==> src/hdl/pcsr_ram.sv <==
// Generic single write port, single read port RAM with registered read data.
module pcsr_ram #(
    parameter int WIDTH = 32,
    parameter int DEPTH = 16
) (
    input  logic                                      clk,
    input  logic                                      we,
    input  logic [((DEPTH > 1) ? $clog2(DEPTH) : 1)-1:0] waddr,
    input  logic [WIDTH-1:0]                          wdata,
    input  logic [((DEPTH > 1) ? $clog2(DEPTH) : 1)-1:0] raddr,
    output logic [WIDTH-1:0]                          q
);
    logic [WIDTH-1:0] mem [DEPTH];

    always_ff @(posedge clk)
    begin
        if (we)
        begin
            mem[waddr] <= wdata;
        end
        q <= mem[raddr];
    end
endmodule

==> config.mk <==
export PLATFORM = sky130hd
export DESIGN_NAME = pcsr_ram
export DESIGN_NICKNAME = d
export VERILOG_FILES = /design/src/hdl/pcsr_ram.sv
export SDC_FILE = /design/constraint.sdc
export NUM_CORES = 1
export LEC_CHECK = 0
export CORE_MARGIN = 1.5
export CORE_UTILIZATION = 42
export DETAILED_ROUTE_END_ITERATION = 12
export DONT_BUFFER_PORTS = 1
export PLACE_DENSITY = 0.63
export SYNTH_ARGS = -nofsm -noshare
export SYNTH_HDL_FRONTEND = slang
export SYNTH_SLANG_ARGS = --single-unit
export TNS_END_PERCENT = 100
==> constraint.sdc <==
create_clock -name clk -period 3.09 [get_ports clk]
set_input_delay 0.1545 -clock clk [delete_from_list [all_inputs] [get_ports clk]]
set_output_delay 0.1545 -clock clk [all_outputs]
set_load 0.02 [all_outputs]
Yosys cells after proc, flatten, opt, wreduce, memory -nomap -nowiden
Memory sizes are Yosys's and may differ from the RTL's. A register that Yosys moved wholly into a read port is not among the register bits.
Index checks and enable logic that the tools add are counted.

cells by class
  add/subtract/negate cells = 0
  $mul = 0
  div/mod/pow operators = 0
  magnitude comparators = 0
  eq/ne operators = 0
  shift-type cells = 0
  muxes and demuxes = 2
  bitwise gates (word level) = 0
  reductions and logical operators = 0

operator list
  kind     count
  $mux W1  2

storage, ports and cells
  bits in registers = 0
  latch bits = 0
  memory bits (writable) = 512
  memory bits (read-only) = 0
  input bits = 42
  output and inout port bits = 32
  memories = 1

memory list
  memory  depth  width  rd ports  clocked after memory_dff  wr ports  line  source
  mem     16     32     1         1                         1         13    logic [WIDTH-1:0] mem [DEPTH];

Depth between registers and ports, before layout
Gate-level depths: netlist of the first run.

  depth after elaboration = 2
  depth in mapped cells = 5
  gate-level depth less buffers = 3

Least setup slack after synthesis of the first run
No wires, ideal clock.

  path kind = input-to-reg
  start = input port waddr[2] (netlist name)
  end = memory mem[0][0], enable pin
  library setup time = 461 ps
  data arrival time = 2873 ps
  required time = 2629 ps
  slack = -244 ps
  cell stages on the path = 2
  path buffers = 0
  cells stage by stage = or3b_2 nor3_1

RTL lines
  what                line  source
  start: declaration  8     input logic [((DEPTH > 1) ? $clog2(DEPTH) : 1)-1:0] waddr,
  end: declaration    13

Straight into the memory's write port.

==> results of run 1 <==
-- synth_stat cells, drive strengths merged --
cell type and n:
nand2b 2, buf 26, or3b 1, mux4 128
and2 1, dfxtp 32, clkbuf 17, nor3 4
edfxtp 512, a22oi 64, nand3 1, nor2 13
nand2 33, nor2b 2, nand3b 2
-- how the worst max path moves through the flow --
stage                               from                   end  slack, ps  depth (start not counted)
floorplan                       waddr[2]   mem[8][0]$_DFFE_PP_         60                          2
global placement                waddr[2]  mem[0][24]$_DFFE_PP_       1170                          3
detailed placement              waddr[2]  mem[0][24]$_DFFE_PP_       1110                          3
CTS                  mem[9][6]$_DFFE_PP_          q[6]$_DFF_P_        250                          6
global route        mem[11][5]$_DFFE_PP_          q[5]$_DFF_P_        100                          6
finish              mem[11][5]$_DFFE_PP_          q[5]$_DFF_P_        230                          6
-- sequential cells by signal (all words and copies together), names as in the netlist --
signal,flops
mem,512
q,32
-- layout by cell type, fill, tap and decap left out --
master and n:
nor2_4 13, dfxtp_1 32, clkinvlp_4 3, bufinv_16 4, nand2b_1 2, and2_2 1, buf_4 22, dlygate4sd3_1 50
clkbuf_8 3, clkinv_1 9, edfxtp_1 512, nor3_4 1, nand3b_1 2, clkbuf_16 55, buf_16 2, mux4_2 128
clkbuf_1 15, inv_6 1, nor2b_4 2, inv_8 1, nor3_2 3, nand3_1 1, clkinv_2 9, nand2_1 33
a22oi_1 64, or3b_2 1
-- routing by layer --
metal | up-vias | wire length, um | global-route usage (%)
li1 | 3747 | - | -
met1 | 4956 | 19170 | 26.94
met2 | 288 | 20340 | 28.19
met3 | 55 | 3301 | 4.770
met4 | 8 | 674 | 4.898
met5 | - | 46 | 0
-- through the flow --
step                      area, sq um  total power [mW]
after floorplan                 19860             8.901
after global placement          20700             8.966
after detailed placement        20700             8.974
after CTS                       22970             15.56
after global routing            22970             15.87
final                           22970             15.41
-- logic make-up (layout without fill, tap and decap cells) --
kind of cell,after synthesis,after routing
flip-flops,544,544
multiplexers,128,128
AO/OA/AOI/OAI,64,64
AND/OR/NAND/NOR,59,59
buffers and inverters,43,174
-- cell type report --
cell class / count / area, sq um
fill: 3640 / 23590
sequential: 544 / 16020
multi-input combinational: 251 / 3756
clock buffer: 73 / 1474
tap: 607 / 759.5
timing repair buffer: 74 / 720.7
clock inverter: 27 / 241.5
-- repair_timing --
item	CTS	global route
buffers inserted	0	0
hold endpoints to repair	580	0
hold buffers	52	0
-- where the power goes --
group / total (mW) / internal [mW] / switching (mW)
registers: 8.37 / 8.25 / 0.119
clock network: 6.36 / 3.67 / 2.69
logic: 0.681 / 0.288 / 0.394
-- worst reg2reg max path, cell delays in order (launching register included) --
cell,delay [ps]
edfxtp_1,370
mux4_2,460
dlygate4sd3_1,570
a22oi_1,180
dlygate4sd3_1,580
nand2_1,50
dlygate4sd3_1,550
==> out/metrics.yaml, run 1 <==
critPathRequiredTime_ps: 3580
cts_root_buffer: "clkbuf_16"
crit_path_end_kind: "register"
pre_cts_slack_ps: 1113
grt_setup_unrepaired: "false"
die_h_um: 220.4
maxCapViolCount: 0
r2r_end: "q[5]$_DFF_P_"
fin_cells: 1576
io_pins: 74
die_w_um: 220.4
avgSynthCellArea_sq_um: 23.69
overflow: 0
crit_type: "reg2reg"
slew_headroom_pct: 34.35
synth-adder-area-share_pct: 0
gp_congestion: 0.7269
grt_pass1_wl_um: 63960
synthXorXnorAreaFrac_pct: 0
clockBufferDepth: 3
netlist-cell-type-count: 18
ys_seq_area_share_pct: 80.67
start_util_pct: 42.65
path_clk_slew_ps: 60
syn-num-nets: 880
timing.critical_path.slowest_cell_delay_ps: 580
synth_top_area_cell: "edfxtp_1"
hpwlAfterDp_um: 22810
dr.pass1.iters: 5
min_from: "raddr[2]"
n_antenna_cell: 0
post-route-period-util_pct: 92.51
path_cells: "mux4_2 -> dlygate4sd3_1 -> a22oi_1 -> dlygate4sd3_1 -> nand2_1 -> dlygate4sd3_1"
pwr_density_cell_nw_per_um2: 671.0
whs_path_depth: 3
setup_slack_ps: 231.3
synth-simple-area-share_pct: 1.273
drtIter0Drc: 882
finalSetupViolations: 0
synth_seq_cells: 544
r2r-start: "mem[11][5]$_DFFE_PP_"
finalClockSkew_ps: 16.47
area_delta_synth_final_pct: 15.68
hold_class: "in2reg"
vias_per_cell: 5.745
reg2reg_slack_ps: 230
synth_cells: 838
yosys-top-cells-area: "edfxtp_1 77%, mux4_2 15%, dfxtp_1 3.2%"
clk_latency_ps: 600
crit_buf_inv: 3
post_cts_resized: 0
core_sq_um: 46560
p_leak_nw: 7.214
port_buffers: 0
rows: 79
min_period_ps: 2859
slew_violations: 0
synth_top_family_by_area: "multiplexers"
synth_compound_area_share_pct: 2.420
cts_tree: "done"
cts-htree-levels: 2
worstMarginPinSlew_ps: 982.7
synth_warnings: 0
antenna_left: 0
grt_pass1_vias: 9353
final_util_pct: 49.33
nets: 966
holdPathEnd: "q[7]$_DFF_P_"
timing.fmax_mhz: 349.8
whs_ps: 28.50
post-synth-top-area-fraction_pct: 77.44
vdd_ir_drop_max_mv: 0.4615
drt-total-wl_um: 43530
drive_gt1_share_pct: 25.70
status: "complete, no violations"
drc: 0
worst_ep_arrival_time_ps: 3350
cp_top_family: "buffers and inverters"
placedCellCount: 1424
finalHoldViolCount: 0
dieArea_sq_um: 48590
numCtsBuffers: 53
timing.setup.tns_ps: 0
numClockSinks: 544
cpMaxStageDelayCell: "dlygate4sd3_1"
wire_per_inst_um: 27.62
dr_total_vias: 9054
critPathLaunchType: "register"
ff2ff_path_depth: 6
synth_mux_area_share_pct: 14.52
grt_antenna_before_repair: 4
crit_fanout: 1
cpMostUsedCell: "dlygate4sd3_1"
grt_max_degree: 107
grt.total_usage_pct: 18.58
syn_area_sq_um: 19850
No activity file was read; power rests on OpenSTA's default activity.
==> inputs of run 2 (changes only) <==
--- a/config.mk
+++ b/config.mk
@@ -7,8 +7,10 @@
 export LEC_CHECK = 0
 export CORE_MARGIN = 1.5
 export CORE_UTILIZATION = 42
+export CTS_BUF_LIST = sky130_fd_sc_hd__clkbuf_16
 export DETAILED_ROUTE_END_ITERATION = 12
 export DONT_BUFFER_PORTS = 1
+export GPL_ROUTABILITY_DRIVEN = 0
 export PLACE_DENSITY = 0.63
 export SYNTH_ARGS = -nofsm -noshare
 export SYNTH_HDL_FRONTEND = slang
==> run 2 against run 1 <==
Non-clock buffer count is 8 lower. Setup slack hardly changed. Critical path depth stayed put. Via count is 1.4% lower. Critical endpoint unchanged. Largest cell class unchanged. Sequential share of layout area is 0.34 points higher. Clock-buffer cell count is 18 lower. Clock power is 2% lower. Largest power group unchanged.
==> out/metrics.yaml, run 2 (same netlist as run 1, synthesis figures left out) <==
finalHoldViolCount: 0
finalClockSkew_ps: 17.20
worst_ep_arrival_time_ps: 3350
critPathRequiredTime_ps: 3580
nets: 958
dpl-instance-area_sq_um: 20700
post-route-period-util_pct: 92.51
maxCapViolCount: 0
die_h_um: 220.4
drt-total-wl_um: 42280
final_common_cell: "edfxtp_1"
worstMarginPinSlew_ps: 975.2
dr.pass1.iters: 5
clockBufferDepth: 3
final_cell_mix: "512 x edfxtp_1, 128 x mux4_2, 64 x a22oi_1"
numClockSinks: 544
slew_violations: 0
hold_class: "in2reg"
io_pins: 74
port_buffers: 0
numCtsBuffers: 53
grt.total_usage_pct: 18.12
post-route-cell-area_sq_um: 22860
p_leak_nw: 7.227
timing.setup.tns_ps: 0
clk_latency_ps: 600
cts_tree: "done"
vdd_ir_drop_max_mv: 0.3880
drtIter0Drc: 936
n_antenna_cell: 0
crit_type: "reg2reg"
cts_root_buffer: "clkbuf_16"
timing.fmax_mhz: 349.8
hpwlAfterDp_um: 22810
total_power_mw: 15.25
antenna_left: 0
slew_headroom_pct: 34.85
regMostFlops: "mem"
dieArea_sq_um: 48590
area_delta_synth_final_pct: 15.12
grt_setup_unrepaired: "false"
grt_antenna_before_repair: 4
grt_pass1_wl_um: 62760
cts-htree-levels: 2
post_cts_buffers: 0
final_util_pct: 49.10
min_period_ps: 2859
dr_total_vias: 8925
crit_fanout: 1
drive_gt1_share_pct: 25.60
grt_max_degree: 107
wire_per_inst_um: 26.97
core_sq_um: 46560
grt_pass1_vias: 9346
pwr_density_cell_nw_per_um2: 667.2
critPathLaunchType: "register"
overflow: 0
largest_register_ffs: 512
crit_path_end_kind: "register"
whs_ps: 28.24
vias_per_cell: 5.692
path_clk_slew_ps: 60
start_util_pct: 42.65
reg_top3: "mem x512, q x32"
die_w_um: 220.4
rows: 79
status: "complete, no violations"
drc: 0
finalSetupViolations: 0
[run 2: cell count changes in the layout (fill, tap and decap cells not counted)]
cell / change
clkbuf_1: -15
inv_1: +15
dlygate4sd3_1: -8
clkbuf_8: -3
clkinv_1: +3
[run 2: layer usage]
| layer | up-vias | wire [um] | track usage [%] | share of wire, % |
|---|---|---|---|---|
| li1 | 3729 | - | - | - |
| met1 | 4842 | 18890 | 26.81 | 45 |
| met2 | 296 | 19460 | 27.04 | 46 |
| met3 | 50 | 3257 | 4.440 | 7.7 |
| met4 | 8 | 633 | 4.853 | 1.5 |
| met5 | - | 46 | 0 | 0.11 |
[run 2: final cells by class]
| type | count | area, sq um |
|---|---|---|
| multi-input combinational | 251 | 3756 |
| timing repair buffer | 66 | 640.6 |
| clock inverter | 45 | 309.0 |
| fill | 3647 | 23700 |
| clock buffer | 55 | 1376 |
| sequential | 544 | 16020 |
| tap | 607 | 759.5 |
[run 2: timing repair]
action,CTS,global route
gates resized for setup,0,0
setup endpoints to repair,0,0
hold buffers,44,0
endpoints found under the hold margin,580,0
[run 2: critical path, cell delays in order, from the launching register on]
cell	delay, ps
edfxtp_1	370
mux4_2	460
dlygate4sd3_1	570
a22oi_1	180
dlygate4sd3_1	580
nand2_1	50
dlygate4sd3_1	550
[run 2: path summary, 6_finish.rpt]
path | from | to | slack, ps | cells after the start
hold / removal | raddr[2] | q[7]$_DFF_P_ | 30 | 3
hold reg to reg | mem[12][9]$_DFFE_PP_ | q[9]$_DFF_P_ | 680 | 3
setup reg to reg | mem[11][5]$_DFFE_PP_ | q[5]$_DFF_P_ | 230 | 6
setup / recovery | mem[11][5]$_DFFE_PP_ | q[5]$_DFF_P_ | 230 | 6
[run 2: per-stage QoR]
stage / setup slack (ps) / std cells
4_1_cts: 266.1 / 1568
6_report: 231.4 / 1568
3_3_place_gp: 1168 / 1424
5_1_grt: 99.80 / 1568
2_1_floorplan: 56.17 / 838
3_5_place_dp: 1113 / 1424
[run 2: report_power, final]
group,switching (mW),internal (mW),leakage (nW)
clock network,2.68,3.55,0.879
logic,0.377,0.279,1.45
registers,0.119,8.25,4.89
total,3.17,12.1,7.23
